### src/design/stsb_pkg.sv
`default_nettype none
// ----------------------------------------------------------------------------
// Scaled tinted sprite blend package
// Shared types, codes and arithmetic helpers for the sprite blend block.
// ----------------------------------------------------------------------------
package stsb_pkg;

  // Operation codes of an input item.
  typedef enum logic [1:0] {
    OP_RENDER = 2'd0,
    OP_WRITE  = 2'd1,
    OP_READ   = 2'd2,
    OP_NONE   = 2'd3
  } op_t;

  // Configuration register indexes.
  typedef enum logic [2:0] {
    CFG_SRC_X0 = 3'd0,
    CFG_SRC_Y0 = 3'd1,
    CFG_SRC_W  = 3'd2,
    CFG_SRC_H  = 3'd3,
    CFG_DST_W  = 3'd4,
    CFG_DST_H  = 3'd5,
    CFG_TINT   = 3'd6
  } cfg_idx_t;

  // Quotient bits of the scaling division, one per divider stage.
  localparam int QW         = 25;
  // Result queue depth; also the number of items allowed in flight.
  localparam int OUT_DEPTH  = 32;
  localparam int CNT_W      = 6;
  localparam int MID_DEPTH  = 4;

  typedef struct packed {
    logic [11:0] src_x0;
    logic [11:0] src_y0;
    logic [12:0] src_w;
    logic [12:0] src_h;
    logic [12:0] dst_w;
    logic [12:0] dst_h;
    logic [31:0] tint;
  } cfg_t;

  // Item as classified by the front end.
  typedef struct packed {
    op_t           op;
    logic          zx;
    logic          zy;
    logic [QW-1:0] nx;
    logic [QW-1:0] ny;
    logic [11:0]   pos_x;
    logic [11:0]   pos_y;
    logic [7:0]    dest_b;
    logic [7:0]    dest_g;
    logic [7:0]    dest_r;
    logic [31:0]   word;
  } fitem_t;

  // Divider stage contents: the item plus both partial remainders.
  typedef struct packed {
    fitem_t      it;
    logic [12:0] rx;
    logic [12:0] ry;
  } stg_t;

  typedef struct packed {
    logic        from_read;
    logic [7:0]  blue;
    logic [7:0]  green;
    logic [7:0]  red;
    logic [31:0] read_word;
  } res_t;

  // One restoring division step on both axes; the quotient bit shifts in
  // as the next dividend bit shifts out.
  function automatic stg_t div_step(stg_t s, logic [12:0] dx, logic [12:0] dy);
    stg_t        o;
    logic [13:0] tx;
    logic [13:0] ty;
    o  = s;
    tx = {s.rx, s.it.nx[QW-1]};
    ty = {s.ry, s.it.ny[QW-1]};
    if (tx >= {1'b0, dx}) begin
      o.rx    = 13'(tx - {1'b0, dx});
      o.it.nx = {s.it.nx[QW-2:0], 1'b1};
    end else begin
      o.rx    = tx[12:0];
      o.it.nx = {s.it.nx[QW-2:0], 1'b0};
    end
    if (ty >= {1'b0, dy}) begin
      o.ry    = 13'(ty - {1'b0, dy});
      o.it.ny = {s.it.ny[QW-2:0], 1'b1};
    end else begin
      o.ry    = ty[12:0];
      o.it.ny = {s.it.ny[QW-2:0], 1'b0};
    end
    return o;
  endfunction

  // (x + 127) / 255 by multiplying with 257 as a shift and add.
  function automatic logic [7:0] div255r(logic [15:0] x);
    logic [16:0] y;
    logic [24:0] p;
    y = 17'(x) + 17'd128;
    p = {y, 8'd0} + 25'(y);
    return p[23:16];
  endfunction

endpackage
`default_nettype wire

### src/design/stsb_front.sv
`default_nettype none
// ----------------------------------------------------------------------------
// Sprite blend front end
// Accepts items, drops unused codes and forms the scaling dividends.
// ----------------------------------------------------------------------------
module stsb_front (
  input  wire logic              clk,
  input  wire logic              rst_n,
  input  wire stsb_pkg::cfg_t    cfg,
  input  wire logic              push,
  input  wire logic [1:0]        in_op,
  input  wire logic [11:0]       in_pos_x,
  input  wire logic [11:0]       in_pos_y,
  input  wire logic [7:0]        in_dest_blue,
  input  wire logic [7:0]        in_dest_green,
  input  wire logic [7:0]        in_dest_red,
  input  wire logic [31:0]       in_write_word,
  output logic                   full,
  output logic                   item_valid,
  output stsb_pkg::fitem_t       item,
  input  wire logic              mid_full
);

  logic                  fr_v_r, fr_v_nxt;
  stsb_pkg::fitem_t      fr_r, fr_nxt;
  logic                  acc;
  logic                  zx, zy;
  logic [12:0]           wm1, hm1;
  logic [stsb_pkg::QW-1:0] px_prod, py_prod;

  assign full       = fr_v_r && mid_full;
  assign acc        = push && !full;
  assign item_valid = fr_v_r;
  assign item       = fr_r;

  assign zx      = (cfg.dst_w <= 13'd1) || (cfg.src_w == 13'd0);
  assign zy      = (cfg.dst_h <= 13'd1) || (cfg.src_h == 13'd0);
  assign wm1     = cfg.src_w - 13'd1;
  assign hm1     = cfg.src_h - 13'd1;
  assign px_prod = stsb_pkg::QW'(in_pos_x) * stsb_pkg::QW'(wm1);
  assign py_prod = stsb_pkg::QW'(in_pos_y) * stsb_pkg::QW'(hm1);

  always_comb begin
    fr_nxt        = fr_r;
    fr_v_nxt      = fr_v_r && mid_full;
    if (acc && (stsb_pkg::op_t'(in_op) != stsb_pkg::OP_NONE)) begin
      fr_v_nxt      = 1'b1;
      fr_nxt.op     = stsb_pkg::op_t'(in_op);
      fr_nxt.zx     = zx;
      fr_nxt.zy     = zy;
      fr_nxt.nx     = zx ? '0 : px_prod;
      fr_nxt.ny     = zy ? '0 : py_prod;
      fr_nxt.pos_x  = in_pos_x;
      fr_nxt.pos_y  = in_pos_y;
      fr_nxt.dest_b = in_dest_blue;
      fr_nxt.dest_g = in_dest_green;
      fr_nxt.dest_r = in_dest_red;
      fr_nxt.word   = in_write_word;
    end
  end

  always_ff @(posedge clk) begin
    fr_r <= fr_nxt;
  end

  always_ff @(posedge clk) begin
    if (!rst_n) begin
      fr_v_r <= 1'b0;
    end else begin
      fr_v_r <= fr_v_nxt;
    end
  end

endmodule
`default_nettype wire

### config.mk
export PLATFORM = sky130hd
export DESIGN_NAME = stsb_front
export DESIGN_NICKNAME = d
export VERILOG_FILES = /design/src/design/stsb_pkg.sv /design/src/design/stsb_front.sv
export SDC_FILE = /design/constraint.sdc
export NUM_CORES = 1
export LEC_CHECK = 0
export BUFFER_PORTS_ARGS = -buffer_cell sky130_fd_sc_hd__buf_2
export CAP_MARGIN = 20
export CORE_MARGIN = 4
export CORE_UTILIZATION = 60
export CTS_CLUSTER_DIAMETER = 50
export DETAILED_ROUTE_END_ITERATION = 10
export PLACE_DENSITY = 0.85
export RECOVER_POWER = 50
export SLEW_MARGIN = 15
export SYNTH_ARGS = -nofsm -noshare
export SYNTH_HDL_FRONTEND = slang
export SYNTH_SLANG_ARGS = --single-unit
export TNS_END_PERCENT = 1
### constraint.sdc
create_clock -name clk -period 18 [get_ports clk]
set_clock_uncertainty 0.2 [all_clocks]
set_input_delay 2.7 -clock clk [delete_from_list [all_inputs] [get_ports clk]]
set_output_delay 2.7 -clock clk [all_outputs]
set_load 0.01 [all_outputs]
==> impl_metrics.json <==
{
  "seqPwrFrac": 0.170,
  "synthTopCellsByArea": "fa_1 (29%), edfxtp_1 (27%), ha_1 (11%)",
  "grt_overflow": 0,
  "final_common_cell": "inv_1",
  "combPwrFrac": 0.702,
  "yosysTopAreaCell": "fa_1",
  "worst_pin_slew_ps": 1120,
  "syn_avg_cell_area_um2": 10.0,
  "design.core.area_um2": 24500,
  "numCtsBuffers": 17,
  "relSlewSlack": 0.250,
  "path_class": "in2reg",
  "yosysWarnings": 0,
  "drive_gt1_frac": 0.0996,
  "synth-async-reset-ratio": 0,
  "cts_sinks": 135,
  "insertion_delay_ps": 430,
  "post-cts-setup-buffer-count": 0,
  "p_int_mw": 1.57,
  "finalMaxSlewViolations": 0,
  "vdd_drop_max_v": 0.000175,
  "cts.path.max_buffers": 2,
  "cts_resized": 0,
  "timing.final.crit_share": 0.532,
  "cts_tree": "built",
  "mostFrequentLayoutCells": "inv_1 (294), fa_1 (220), nand2_1 (195)",
  "firstDrtPassIters": 6,
  "row_count": 57,
  "antenna_found_initial": 3,
  "die_area_um2": 27800,
  "wire_per_inst_um": 17.9,
  "cts_hold_buf": 0,
  "setup_viol": 0,
  "fillerInstances": 1854,
  "power_density_nw_per_um2": 179,
  "synth_top_flop_cell": "edfxtp_1",
  "h-tree-depth": 4,
  "drt_iter0_markers": 781,
  "hold_path_end": "item_valid",
  "fin_tns_setup_ps": 0,
  "syn_area_um2": 15100,
  "fin_nets": 2286,
  "reg2reg_from": "item_valid",
  "arrival_ps": 9540,
  "synth_nets": 2045,
  "timing.max_cap.violations": 0,
  "place_hpwl_um": 29500,
  "routed_via_density": 5.56,
  "initial_core_util": 0.615,
  "timing_hold_violations_final": 0,
  "ys_seq_area_frac": 0.268,
  "synth_cell_types": 56,
  "grt_use_met1": 0.344,
  "ant_nets": 0,
  "cp-start-kind": "input port",
  "fp.dieH_um": 167,
  "status": "finished clean",
  "r2r_cells": 4,
  "p_sw_mw": 1.51,
  "min_from": "item_valid",
  "worst-path-max-fanout": 12,
  "sw_frac_of_total": 0.490,
  "gr-usage-met3": 0.0545,
  "clk_pin_slew_ps": 70,
  "place_congestion": 0.884,
  "gr-usage-met2": 0.477,
  "syn2layout_area_growth_pct": 13.7,
  "cp-end-kind": "register",
  "grt_use_total": 0.275,
  "num_vias": 11600,
  "grt.busiest_layer": "met2",
  "synth_enable_flop_cells": 134,
  "min_path_cells": 2,
  "drcViolationCount": 0,
  "grt_max_degree": 82,
  "p_leak_nw": 8.22,
  "hold_class": "reg2reg",
  "diodes": 0,
  "die_width_um": 167,
  "r2r-end": "item[96]",
  "worst_ep_required_time_ps": 17970,
  "grt_pass1_vias": 12300,
  "clock.fmax_mhz": 104,
  "dp_slack_ps": 8110,
  "period_needed_ps": 9580,
  "synth_top_area_frac": 0.292,
  "ys_ff_latch": 135,
  "clockPowerShare": 0.128,
  "rsz0062_at_grt": "false",
  "rrSetupSlack_ps": 15730,
  "port-buffer-count": 271,
  "ios": 330,
  "setup_slack_ps": 8420,
  "cts_root_buf": "clkbuf_16",
  "synthCells": 1503,
  "finalWirelength_um": 37300,
  "grt_pass1_wl_um": 61300
}
-- registers in the layout, summed over array words and instances, names as in the netlist --
name	flops
item_valid	1
item	134
-- worst max-delay path by stage --
stage | startpoint | endpoint | slack, ps | cells past startpoint
2_1_floorplan | mid_full | item[0] | 8740 | 3
3_3_place_gp | cfg[58] | item[101] | 8240 | 22
3_5_place_dp | cfg[58] | item[97] | 8110 | 20
4_1_cts | cfg[58] | item[97] | 8490 | 22
5_1_grt | cfg[58] | item[97] | 7950 | 22
6_report | cfg[58] | item[97] | 8420 | 22
-- routing by layer --
layer / vias up / share of wire
li1: 5202 / -
met1: 5716 / 0.38
met2: 557 / 0.50
met3: 88 / 0.085
met4: 0 / 0.034
met5: - / 0
-- cell type report --
| cell class | count | area, µm² | share of cell area |
|---|---|---|---|
| Multi-Input combinational cell | 1012 | 9700 | 0.565 |
| Inverter | 295 | 1110 | 0.0648 |
| Clock buffer | 18 | 429 | 0.0250 |
| Timing Repair Buffer | 283 | 1260 | 0.0735 |
| Tap cell | 324 | 405 | 0.0236 |
| Sequential cell | 135 | 4040 | 0.236 |
| Clock inverter | 14 | 209 | 0.0122 |
-- metrics by stage --
stage | utilization | instance area, µm² | hold slack (ps) | power, mW | std cells
2_1_floorplan | - | 15100 | 314 | 2.08 | 1503
3_3_place_gp | 0.680 | 16700 | 281 | 2.59 | 2046
3_5_place_dp | 0.681 | 16700 | 294 | 2.67 | 2047
4_1_cts | 0.707 | 17300 | 304 | 3.08 | 2079
5_1_grt | 0.700 | 17200 | 349 | 3.39 | 2081
6_report | 0.700 | 17200 | 304 | 3.07 | 2081
-- cells by family after synthesis --
| kind of cell | synth area share |
|---|---|
| AND/OR/NAND/NOR | 0.166 |
| buffers and inverters | 0.0900 |
| adder cells (fa/ha/maj) | 0.398 |
| flip-flops | 0.268 |
| AO/OA/AOI/OAI | 0.0494 |
| XOR/XNOR | 0.0244 |
| multiplexers | 0.00464 |
-- synthesized netlist by cell type, drive strengths merged, types with 4 or more instances --
cell    number
nor3        24
fa         220
or2b         4
xor2        24
a21o        11
nand3       15
a21oi       33
xnor2       18
nand4        9
inv        294
nor4         9
nor3b        7
a211oi       5
and2       102
nand2      195
a31oi        7
buf          7
o21a         9
mux2i        7
nand2b      24
o21ai       22
edfxtp     134
ha         128
nor2b       53
nor2        48
clkbuf      54
-- power by group through the flow --
stage               Sequential (mW)  Combinational [mW]  Clock [mW]
floorplan                     0.560                1.52           0
finish                        0.522                2.16       0.394
global route                  0.526                2.45       0.412
CTS                           0.520                2.17       0.397
global placement              0.525                2.07           0
detailed placement            0.526                2.14           0
-- worst max-delay path, cell delays in order --
cell	delay, ps
buf_2	180
inv_1	210
ha_1	210
nor3b_1	500
nand3_1	250
xnor2_1	890
nand2_1	180
fa_1	540
inv_1	50
fa_1	490
inv_1	60
fa_1	550
fa_1	440
fa_1	490
inv_1	40
ha_1	390
nand2_1	100
nor3_1	50
a31oi_1	430
a31o_2	260
a21oi_1	70
nor3b_1	450
(Power assumes the default switching activity.)
