### config.mk
export PLATFORM = sky130hd
export DESIGN_NAME = stsb_fifo
export DESIGN_NICKNAME = d
export VERILOG_FILES = /design/src/design/stsb_fifo.sv
export SDC_FILE = /design/constraint.sdc
export NUM_CORES = 1
export LEC_CHECK = 0
export ABC_AREA = 0
export BUFFER_PORTS_ARGS = -buffer_cell sky130_fd_sc_hd__buf_2
export CORE_MARGIN = 4
export CORE_UTILIZATION = 30
export CTS_CLUSTER_SIZE = 25
export DETAILED_ROUTE_END_ITERATION = 8
export GPL_TIMING_DRIVEN = 0
export MAX_ROUTING_LAYER = met4
export PLACE_DENSITY_LB_ADDON = 0.1
export SLEW_MARGIN = 20
export SYNTH_ARGS = -nofsm -noshare
export SYNTH_HDL_FRONTEND = slang
export SYNTH_SLANG_ARGS = --single-unit
### constraint.sdc
create_clock -name clk -period 3 [get_ports clk]
set_input_delay 0.75 -clock clk [delete_from_list [all_inputs] [get_ports clk]]
set_output_delay 0.75 -clock clk [all_outputs]
set_load 0.02 [all_outputs]
### src/design/stsb_fifo.sv
`default_nettype none
// ----------------------------------------------------------------------------
// Sprite blend queue
// Small register queue with the head presented combinationally.
// ----------------------------------------------------------------------------
module stsb_fifo #(
  parameter int W     = 8,
  parameter int DEPTH = 4
) (
  input  wire logic         clk,
  input  wire logic         rst_n,
  input  wire logic         wr_en,
  input  wire logic [W-1:0] wdata,
  input  wire logic         rd_en,
  output logic      [W-1:0] rdata,
  output logic              is_empty,
  output logic              is_full
);

  localparam int PW = (DEPTH > 1) ? $clog2(DEPTH) : 1;

  logic [W-1:0]  mem_r [DEPTH];
  logic [PW-1:0] wp_r, rp_r;
  logic [PW:0]   cnt_r;

  assign rdata    = mem_r[rp_r];
  assign is_empty = (cnt_r == '0);
  assign is_full  = (cnt_r == (PW+1)'(DEPTH));

  always_ff @(posedge clk) begin
    if (wr_en) begin
      mem_r[wp_r] <= wdata;
    end
  end

  always_ff @(posedge clk) begin
    if (!rst_n) begin
      wp_r  <= '0;
      rp_r  <= '0;
      cnt_r <= '0;
    end else begin
      if (wr_en) begin
        wp_r <= (wp_r == PW'(DEPTH - 1)) ? '0 : wp_r + 1'b1;
      end
      if (rd_en) begin
        rp_r <= (rp_r == PW'(DEPTH - 1)) ? '0 : rp_r + 1'b1;
      end
      cnt_r <= cnt_r + (PW+1)'(wr_en) - (PW+1)'(rd_en);
    end
  end

endmodule
`default_nettype wire

==> results, run 1 <==
- The flow ran to the end, and the final reports show no timing, DRC or antenna violations.
- The via count of the first global-routing pass is ~840.
- When the netlist entered floorplanning its net count stood at between 100 and 150.
- The relative slew slack is between 60% and 70%.
- The number of standard-cell rows in the floorplan is 26.
- The number of distinct library cell variants in the gate-level netlist after synthesis is 17.
- The launch point of the worst hold path is rp_r[0]$_SDFFE_PN0P_.
- The number of warning messages in the yosys log is 0.
- The maximum operating frequency is between 400 and 500 MHz.
- The count of antenna diodes in the layout is 0.
- The detailed router used layers up to and including met4.
- The max-slew violation total from the final report is 0.
- Detailed placement finished with a half-perimeter wire length of roughly 1800 um.
- The core outline area is 5170 sq um.
- The ratio of cells with drive above 1 in the final layout is about a third.
- The final weighted congestion in routability-driven placement is 0.630.
- The filler cell count in the final layout is a little over 500.
- Total power for the finished layout comes to approximately 1.3 mW.
- The detail-routed net length per standard cell is between 10 and 15 um.
- For this run, the total global-route usage over all layers was measured as roughly 9.2%.
- The setup total negative slack is 0 ns.
- The static leakage is 0.718 nW.
- The initial antenna violation count was 0.
- Setup repair after global routing left no endpoint under its margin.
- The count of cells in the finished layout, fillers not included, comes to ~190.
- The I/O pin count is 22.
- The die area is about 6600 sq um.
- Counting flops and latches in the post-synthesis netlist gives 41.
- The final route contains around 800 vias.
- The total number of nets in the final design is between 100 and 150.
- The root cell of the clock tree is clkbuf_8.
- The first routing iteration left 26 violations.
- The largest net degree at the start of global routing is 14.
- The number of placed instances with taps included is around 180.
- A synthesized cell averages 18.8 sq um.
- The path type of the worst setup path is reg -> out.
- The maximum resistive drop on vdd is about 0.31 mV.
- In the routed layout, each cell is associated on average with a via count of around 4.2.
- The sequential cell area is around 1100 sq um.
- The number of port buffers is 21.
- The remaining routing DRC violations is 0.
- After clock tree synthesis, the repair step resized 0 gates.
- The combined area of all synthesized cells is around 1600 sq um.
- After detailed routing, the wire length on met1 is 1110 um.
- The count of max-cap constraint violations is 0.
- The total congestion overflow after global routing is 0.
- STA classifies the critical path endpoint as an output port.
- The clock tree skew after final layout is 0.00159 ns.
- Synthesis handed over a netlist of between 80 and 90 instances.
- The width of the die is 81.4 um.
- The clock insertion delay at the later pin of the skew report is roughly 0.29 ns.
- Hold repair after CTS inserted 0 buffers.
- The required time at the worst-slack endpoint is about 2.3 ns.
- The number of detailed-routing iterations run before antenna repair is 2.
- The classification of the worst-slack hold path is reg -> reg.
- CTS built an H-tree with a depth of 2.
- The number of buffers inserted during clock tree synthesis is 5.
- Counting every sink on the clock net gives 41.
- The starting density of the core is a little under a third.
- The sequential cell area fraction in the yosys report is a little over two thirds.
- The number of hold violations in the final report was 0.
- The longest clock path from root to sink contains 2 buffers.
- Setup violations remaining at the end of the flow were counted as 0.
- The total power per unit cell area is between 600 and 700 nW/um^2.
- The total length of routed wires is around 2700 um.
- From synthesis to final layout, the design area changed by 19.1%.
- For this run, the share of the core covered by cells in the final layout is 37.2%.
- Detailed routing placed a total of approximately 1400 um of wire on met2.
- The kind of start point of the critical path is a flip-flop.
- For the pin with the worst max-slew slack, the measured transition is 0.473 ns.
- The number of nets with antenna violations after detailed routing is 0.
- The first-pass GRT wire length is slightly above 4000 um.
- The arrival time at the worst endpoint is 1.48 ns.
- Summed over all nets, wire length on met3 after detailed routing comes to roughly 140 um.
- From bottom edge to top edge, the die measures roughly 81 um.
- The TritonCTS clock tree is yes.
- The peak fanout along the critical path is 8.
- The period utilization is about 74%.
- In this run the critical register-to-register path is launched from cnt_r[0]$_SDFF_PN0_.
- The area used by multi-input combinational logic is 432 sq um.
- The buffer count from post-CTS setup fixing is 0.
- The smallest clock period supported by the final layout is computed as 2.23 ns.
- After clock tree synthesis, the clock-pin slew on the worst setup and hold paths is 0.08 ns.
==> state kept, by name (all words and copies together), names as in the netlist, named ones only <==
name	count
mem_r	32
cnt_r	3
rp_r	2
wp_r	2
==> final timing paths <==
path | end | slack (ns) | depth (start not counted)
worst max-delay path | rdata[3] | 0.77 | 3
worst min register to register | flip-flop | 0.52 | 2
worst min-delay path | flip-flop | 0.52 | 2
worst max register to register | cnt_r[2]$_SDFF_PN0_ | 1.42 | 7
==> stage by stage <==
| stage | setup slack [ns] | hold WS [ns] | instance area, sq um |
|---|---|---|---|
| 2_1_floorplan | 1.09 | 0.476 | 1620 |
| 3_3_place_gp | 0.895 | 0.505 | 1810 |
| 3_5_place_dp | 0.891 | 0.512 | 1810 |
| 4_1_cts | 0.735 | 0.525 | 1920 |
| 5_1_grt | 0.687 | 0.570 | 1920 |
| 6_report | 0.770 | 0.518 | 1920 |
==> worst max-delay path: stages (launching register included) <==
cell and delay [ns]:
dfxtp_1 0.33, buf_6 0.17, mux4_2 0.52, buf_2 0.18
==> routing by layer <==
layer | GRT usage, % | up-vias
met2 | 15.5 | 19
met5 | - | -
met1 | 9.67 | 379
li1 | - | 376
met4 | 3.55 | 0
met3 | 3.77 | 6
==> area by class of cell <==
cell class                 instances  share of cell area (%)
clock buffer                       7                    5.60
multi-input combinational         36                    22.4
timing repair buffer              21                    5.47
sequential                        41                    59.3
inverter                           7                    1.37
clock inverter                     1                   0.390
tap                               70                    4.55
buffer                             2                   0.846
==> cell usage after synthesis <==
master | n | area (sq um)
a21oi_1 | 2 | 10.0
and2_1 | 6 | 37.5
and3_1 | 1 | 6.26
buf_6 | 1 | 11.3
clkbuf_2 | 1 | 5.00
dfxtp_1 | 9 | 180
edfxtp_1 | 32 | 961
fa_1 | 1 | 20.0
ha_1 | 7 | 87.6
inv_1 | 7 | 26.3
mux2i_1 | 2 | 20.0
mux4_2 | 8 | 180
nand2b_1 | 2 | 12.5
nor2_1 | 3 | 11.3
nor3_1 | 1 | 5.00
or3b_1 | 2 | 17.5
xor3_1 | 1 | 23.8
==> layout by cell type (no fill, tap or decap) <==
cell type | netlist | final
inv_1 | 7 | 7
nand2b_1 | 2 | 2
mux4_2 | 8 | 8
clkbuf_8 | 0 | 6
and2_1 | 6 | 6
clkinvlp_4 | 0 | 1
clkbuf_16 | 0 | 1
edfxtp_1 | 32 | 32
nor3_1 | 1 | 1
xor3_1 | 1 | 1
a21oi_1 | 2 | 2
or3b_1 | 2 | 2
ha_1 | 7 | 7
fa_1 | 1 | 1
buf_2 | 0 | 21
nor2_1 | 3 | 3
and3_1 | 1 | 1
clkbuf_2 | 1 | 1
buf_6 | 1 | 1
dfxtp_1 | 9 | 9
mux2i_1 | 2 | 2
==> report_power, final <==
group / leakage (nW) / switching [mW] / internal [mW]
sequential: 0.368 / 0.0159 / 0.647
combinational: 0.294 / 0.0941 / 0.0875
clock: 0.0556 / 0.189 / 0.237
==> kinds of logic (layout without fill, tap and decap cells) <==
group                      after synthesis  in the layout  share of synthesized area, %
adders and majority gates                8              8                          6.66
muxes                                   10             10                          12.4
buffers and inverters                    9             38                          2.63
AOI/OAI and AO/OA                        2              2                         0.620
and+or+nand+nor                         15             15                          5.58
DFF                                     41             41                          70.6
xor gates and xnor gates                 1              1                          1.47
Note: power is estimated with default switching activity, not from simulation.
==> run 2, diff against run 1 <==
- ABC_AREA: 0 -> 1
- clock period: 3 -> 2.1 ns (I/O delays scaled with it)
==> results, run 2 <==
- The run finished with clean final reports.
- Counting instances in the post-synthesis netlist gives the leading cell types as edfxtp_1 (32), inv_1 (31), nand2_1 (27).
- Detailed routing placed a total of around 1600 um of wire on met2.
- The total congestion overflow after global routing is 0.
- For this run, design rule violations remaining after detail routing come to 0.
- The cell accounting for the most synthesized area is edfxtp_1.
- The number of detailed-routing iterations run before antenna repair is 3.
- The synthesized design contains around 40 register bits.
- In the final layout, the registers with the most flip-flops are mem_r (32), cnt_r (3).
- The synthesized netlist cell count is ~150.
- The max-slew violation total from the final report was 0.
- After clock tree synthesis, the clock-pin slew on the worst setup and hold paths is around 0.08 ns.
- The TritonCTS clock tree is yes.
- For this configuration, the core starts out at a cell density of between 30% and 40%.
- The number of port buffers is 21.
- The combined area of all synthesized cells is ~1700 sq um.
- The commonest non-fill, non-tap cell in the layout is edfxtp_1.
- Data arrives at the worst endpoint at approximately 1.3 ns.
- Buffers added to address setup during post-CTS repair amount to 0.
- The core outline area is approximately 5600 sq um.
- The first-pass GRT wire length is approximately 5600 um.
- The number of flip-flops in the largest register is 32.
- The number of hold violations in the final report is 0.
- After clock tree synthesis, the flow added hold-fix buffers numbering 0.
- The clock insertion delay at the later pin of the skew report is 0.29 ns.
- The total number of nets in the final design is 200.
- The filler cell count in the final layout is between 500 and 600.
- The classification of the worst-slack hold path is in -> reg.
- The number of distinct library cell variants in the gate-level netlist after synthesis is 18.
- The share of the Yosys chip area taken by registers is about 66%.
- The register ranked first by flip-flop count is mem_r.
- The top-area cell type share of the netlist area is a little under three fifths.
- The maximum operating frequency is 552 MHz.
- Setup repair after global routing left no endpoint under its margin.
- The total length of routed wires is around 3300 um.
- After detailed routing, the average wire length per cell comes to 13.2 um.
- The synthesized net count is between 150 and 200.
- The layout-stage area growth over the synthesis result is 17.4%.
- Global routing used 10.7% of the available tracks.
- In this run the worst path has a maximum fanout of 10.
- The number of DRC markers in iteration 0 is between 60 and 70.
- The via-per-instance ratio is roughly 4.2.
- The number of antenna diodes in the final layout is 0.
- The worst-case IR drop observed on VDD is about 0.31 mV.
- The wire length on met3 is between 100 and 150 um.
- The congestion estimate from routability-driven global placement came to between 0.6 and 0.7.
- The count of nets left with antenna violations once routing finished came out at 0.
- The number of warning messages in the yosys log is 0.
- The number of levels the H-tree was split into is 2.
- The root cell of the clock tree is clkbuf_8.
- The count of flip-flops with a built-in enable after synthesis is 32.
- The met1 wire length is about 1500 um.
- STA classifies the critical path startpoint as a flip-flop.
- The clock tree skew after final layout is approximately 0.010 ns.
- The via count of the first global-routing pass is ~1,100.
- The ratio of cells with drive above 1 in the final layout is around a fifth.
- For the pin with the worst max-slew slack, the measured transition is roughly 0.45 ns.
- The number of buffers inserted during clock tree synthesis is 5.
- The floorplan has 27 rows.
- The analysis attributes to cell leakage a power of between 0.8 and 0.9 nW.
- The kind of end point of the critical path is an output port.
- Dividing total power by cell area gives a power density of between 900 and 1000 nW/um^2.
- The most common cell in the synthesized netlist is edfxtp_1.
- The placed wire-length estimate is approximately 2300 um.
- The period utilization is 86.2%.
- The largest net degree at the start of global routing is 14.
- By startpoint and endpoint, the worst setup path is classified as reg -> out.
- The maximum clock insertion buffer count is 2.
- The clock period minus final worst setup slack is between 1.5 and 2 ns.
- Setup violations remaining at the end of the flow were counted as 0.
- Leaving out fill and tap cells, the most frequent cells in the layout are edfxtp_1 (32), inv_1 (31), nand2_1 (27), buf_2 (22), a21oi_1 (10).
- Setup total negative slack on the finished layout was measured at 0 ns.
- The core utilization of the finished layout is 36.6%.
- The count of max-cap constraint violations is 0.
- The share of async-settable or async-resettable flops after synthesis is 0%.
- The floorplan step defined a die boundary enclosing a little over 7000 sq um.
- Averaged over all synthesized cells, the footprint is approximately 11 sq um.
- By area the synthesized netlist is led by edfxtp_1 (55%), dfxtp_1 (10%), inv_1 (6.7%).
- The relative slew slack is between 60% and 70%.
- For the worst setup path, the data required time is 1.57 ns.
- The number of gates resized after cts is 0.
- Among all flip-flop cells after synthesis, the most frequent one is edfxtp_1.
- The vertical extent of the die is roughly 84 um.
- The number of clock sinks is 41.
- The initial antenna violation count is 0.
- Signal routing reaches up to met4.
- The final route contains about 1,100 vias.
- In this run the horizontal extent of the chip is 84.1 um.
- The I/O pin count is 22.
run 2: changes by cell type after synthesis, sizes merged, moves of 4 or more:
cell	previous run	this run
a21oi	2	11
and2	6	0
buf	1	6
inv	7	31
mux4	8	0
nand2	0	27
nor2	3	7
o211ai	0	8
o21ai	0	9
run 2: layer usage:
layer  GRT usage (%)  vias to the layer above
li1                -                      549
met1            12.7                      493
met2            16.8                       16
met3            3.75                        6
met4            4.09                        0
met5               -                        -
run 2: cell families (layout without fill, tap and decap cells):
logic type               after synthesis  in the layout  synth area share [%]
AND/OR/NAND/NOR                       37             37                  8.21
AO/OA/AOI/OAI                         28             28                  9.43
XOR/XNOR                               1              1                 0.504
flip-flops                            41             41                  65.7
adder cells (fa/ha/maj)                8              8                  6.19
buffers and inverters                 37             66                  10.0
run 2: cell type report:
cell class,instances,area (sq um),share of cell area [%]
Multi-Input combinational cell,74,423,20.7
Clock inverter,2,35.0,1.72
Buffer,6,57.6,2.82
Tap cell,72,90.1,4.41
Timing Repair Buffer,21,105,5.15
Clock buffer,6,72.6,3.56
Inverter,31,116,5.70
Sequential cell,41,1140,55.9
run 2: through the flow:
stage,instance area (sq um),setup WS (ns),hold WS [ns],cells,power (mW)
floorplan,1740,0.469,0.471,152,1.17
finish,2040,0.290,0.447,253,1.86
detailed placement,1930,0.219,0.527,245,1.28
global route,2040,0.163,0.432,253,1.95
global placement,1930,0.306,0.523,245,1.26
CTS,2040,0.261,0.435,253,1.88
run 2: critical path: stages, from the launching register on:
cell and delay, ns:
dfxtp_1 0.43, buf_6 0.19, a21oi_1 0.08, o21ai_0 0.07
nand2_1 0.08, buf_2 0.16
run 2: worst paths after layout:
kind,startpoint,slack [ns],endpoint,cells past startpoint
worst max register to register,cnt_r[0]$_SDFF_PN0_,0.48,cnt_r[2]$_SDFF_PN0_,7
worst min-delay path,wdata[4],0.45,mem_r[0][4]$_DFFE_PP_,1
worst max-delay path,flip-flop,0.29,rdata[3],5
worst min register to register,rp_r[0]$_SDFFE_PN0P_,0.53,rp_r[0]$_SDFFE_PN0P_,2
run 2: power by group:
part	switching, mW	internal [mW]
Sequential	0.0262	0.930
Combinational	0.193	0.107
Clock	0.251	0.353
==> run 3, diff against run 2 <==
- CAP_MARGIN: not set -> 10
- REMOVE_ABC_BUFFERS: not set -> 1
==> results, run 3 (synthesis gave the netlist of run 2 again) <==
- In this run the worst hold path is classified as in -> reg.
- The floorplan step set the die height to about 84 um.
- Clock latency on the worst-skew pair, taken at its later pin, is 0.28 ns.
- The total length of routed wires is approximately 2800 um.
- In the final layout, the share of cells above drive strength 1 is approximately 17%.
- The setup total negative slack is 0 ns.
- The combinational group share of total power is 15.0%.
- The number of levels the H-tree was split into is 2.
- The relative slew slack is 70.4%.
- The congestion estimate from routability-driven global placement came to between 0.7 and 0.8.
- In this run the worst path has a maximum fanout of 32.
- The flow ran to the end, and the final reports show no timing, DRC or antenna violations.
- The maximum operating frequency is roughly 560 MHz.
- In the final layout, the registers with the most flip-flops are mem_r (32), cnt_r (3).
- The clock network fraction of design power is approximately 28%.
- The floorplan step set the die width to around 84 um.
- The initial antenna violation count is 0.
- The via count of the first global-routing pass is slightly below 1,000.
- The pre-antenna-repair detailed-routing pass consisted of 4 iterations.
- Entering global routing, the biggest net connects 33 pins.
- The number of antenna diodes in the final layout is 0.
- Buffers added to address setup during post-CTS repair amount to 0.
- Traced cell by cell, the critical path runs through a21oi_1 -> o21ai_0 -> nand2_1 -> buf_2.
- The detail-routed net length per standard cell is about 12 um.
- The count of buffers added on input and output ports is 21.
- In this design, the largest share of critical-path delay is due to flip-flops.
- Counting every sink on the clock net gives slightly above 40.
- The internal portion of the total power is 1.25 mW.
- 22 I/O pins were placed.
- From synthesis to final layout, the design area changed by 12.9%.
- The period utilization is between 80% and 90%.
- The register ranked first by flip-flop count is mem_r.
- The critical path buffer and inverter count is 1.
- The net switching share of the total power is about a quarter.
- The required time at the worst-slack endpoint is 1.57 ns.
- The startpoint identified for the worst hold timing path is wdata[0].
- The number of hold violations in the final report is 0.
- The number of standard-cell rows in the floorplan is 27.
- The hold-critical path endpoint is mem_r[2][0]$_DFFE_PP_.
- The first routing iteration left 71 violations.
- The remaining routing DRC violations is 0.
- Along the worst hold path, the cell count comes to 1.
- The register with the most flip-flops in the layout has 32 of them.
- The cell with the largest stage delay on the worst path is dfxtp_4.
- The static leakage is between 0.8 and 0.9 nW.
- In this run the critical register-to-register path is launched from cnt_r[0]$_SDFF_PN0_.
- The number of nets with antenna violations after detailed routing is 0.
- The root cell of the clock tree is clkbuf_8.
- The first global-routing pass estimated 4610 um of wire.
- In the routed layout, each cell is associated on average with a via count of 4.21.
- Setup repair after global routing left no endpoint under its margin.
- The die covers around 7100 sq um.
- The total number of nets in the final design is about 190.
- The finished cells cover about 2000 sq um.
- The maximum clock insertion buffer count is 2.
- Power spread over the standard cell area amounts to 863 nW/um^2.
- The core outline area is between 5000 and 6000 sq um.
- The max-slew violation total from the final report is 0.
- The slack of the worst reg-to-reg path is ~0.54 ns.
- TritonCTS created 5 clock buffers.
- Leaving out fill and tap cells, the most frequent cell in the layout is edfxtp_1.
- The count of max-cap constraint violations is 0.
- The via count of the routed design is 1,040.
- The slew at the pin closest to its max-slew limit is approximately 0.44 ns.
- The worst setup path is captured at an output port.
- VDD sags by at most about 0.32 mV.
- For the final database, setup skew stands at 0.00195 ns.
- The kind of start point of the critical path is a flip-flop.
- TritonCTS built the clock tree.
- The critical path's largest stage delay is approximately 0.54 ns.
- The post-detailed-placement cell area is 1880 sq um.
- For this design the total switching power over the nets is between 0.4 and 0.5 mW.
- The starting density of the core is just over 30%.
- The number of cells on the worst reg-to-reg path is 7.
- Summed over all nets, the half-perimeter wirelength after detailed placement is around 2000 um.
- Setup violations remaining at the end of the flow were counted as 0.
- For this run, the total global-route usage over all layers was measured as between 8 and 9%.
- Summed over all layers, the global routing overflow is 0.
- Registers are responsible for 57.4% of the overall power.
- The clock period minus final worst setup slack is around 1.8 ns.
- The setup path with the least slack is of type reg -> out.
- After clock tree synthesis, the clock-pin slew on the worst setup and hold paths is 0.07 ns.
- Data on the critical path arrives at its endpoint at about 1.3 ns.
- The end of the worst register-to-register path is cnt_r[2]$_SDFF_PN0_.
- In the layout the commonest cells are edfxtp_1 (32), inv_1 (31), nand2_1 (27), buf_2 (21), a21oi_1 (10).
## run 3: per-stage QoR
step	setup slack (ns)	utilization, %	hold WS (ns)	total power [mW]	cells
final	0.311	35.2	0.451	1.69	247
after global routing	0.164	35.2	0.433	1.81	247
after CTS	0.00796	35.1	0.445	1.72	247
after detailed placement	0.0313	33.6	0.509	1.25	239
after global placement	0.0877	33.6	0.494	1.24	239
after floorplan	0.432	-	0.471	1.15	146
## run 3: how the worst max path moves through the flow
stage / endpoint / slack [ns] / depth (start not counted)
2_1_floorplan: rdata[0] / 0.43 / 3
3_3_place_gp: rdata[6] / 0.09 / 4
3_5_place_dp: rdata[4] / 0.03 / 4
4_1_cts: rdata[4] / 0.008 / 3
5_1_grt: rdata[4] / 0.16 / 4
6_report: rdata[4] / 0.31 / 4
## run 3: power by group through the flow
stage	Clock [mW]	Combinational, mW	Sequential (mW)
after floorplan	0	0.175	0.979
after global placement	0	0.251	0.990
after detailed placement	0	0.261	0.993
after CTS	0.484	0.262	0.975
after global routing	0.531	0.295	0.980
final	0.467	0.254	0.973
## run 3: what timing repair did
action / CTS / global route
setup endpoints to repair: 8 / 4
resized for setup: 1 / 2
hold buffers: 0 / 0
cloned: 0 / 0
## run 3: worst register-to-register path: stages (launching register included)
cell and delay (ns):
dfxtp_1 0.36, inv_1 0.06, ha_1 0.26, inv_1 0.04, ha_1 0.18, fa_1 0.39
a21oi_1 0.12, nor2_1 0.06
## run 3: routing by layer
metal  wire length [um]  up-vias  global-route usage [%]
met5                  0        -                       -
met4                 58        0                    3.95
met3                162        5                    3.55
met2               1390       20                    14.5
met1               1240      476                    9.57
li1                   -      539                       -
## run 3: layout make-up
class	count	area (sq um)
Timing Repair Buffer	21	105
Sequential cell	41	1150
Inverter	31	116
Multi-Input combinational cell	74	423
Clock buffer	5	68.8
Clock inverter	3	12.5
Tap cell	72	90.1
Fill cell	563	3610
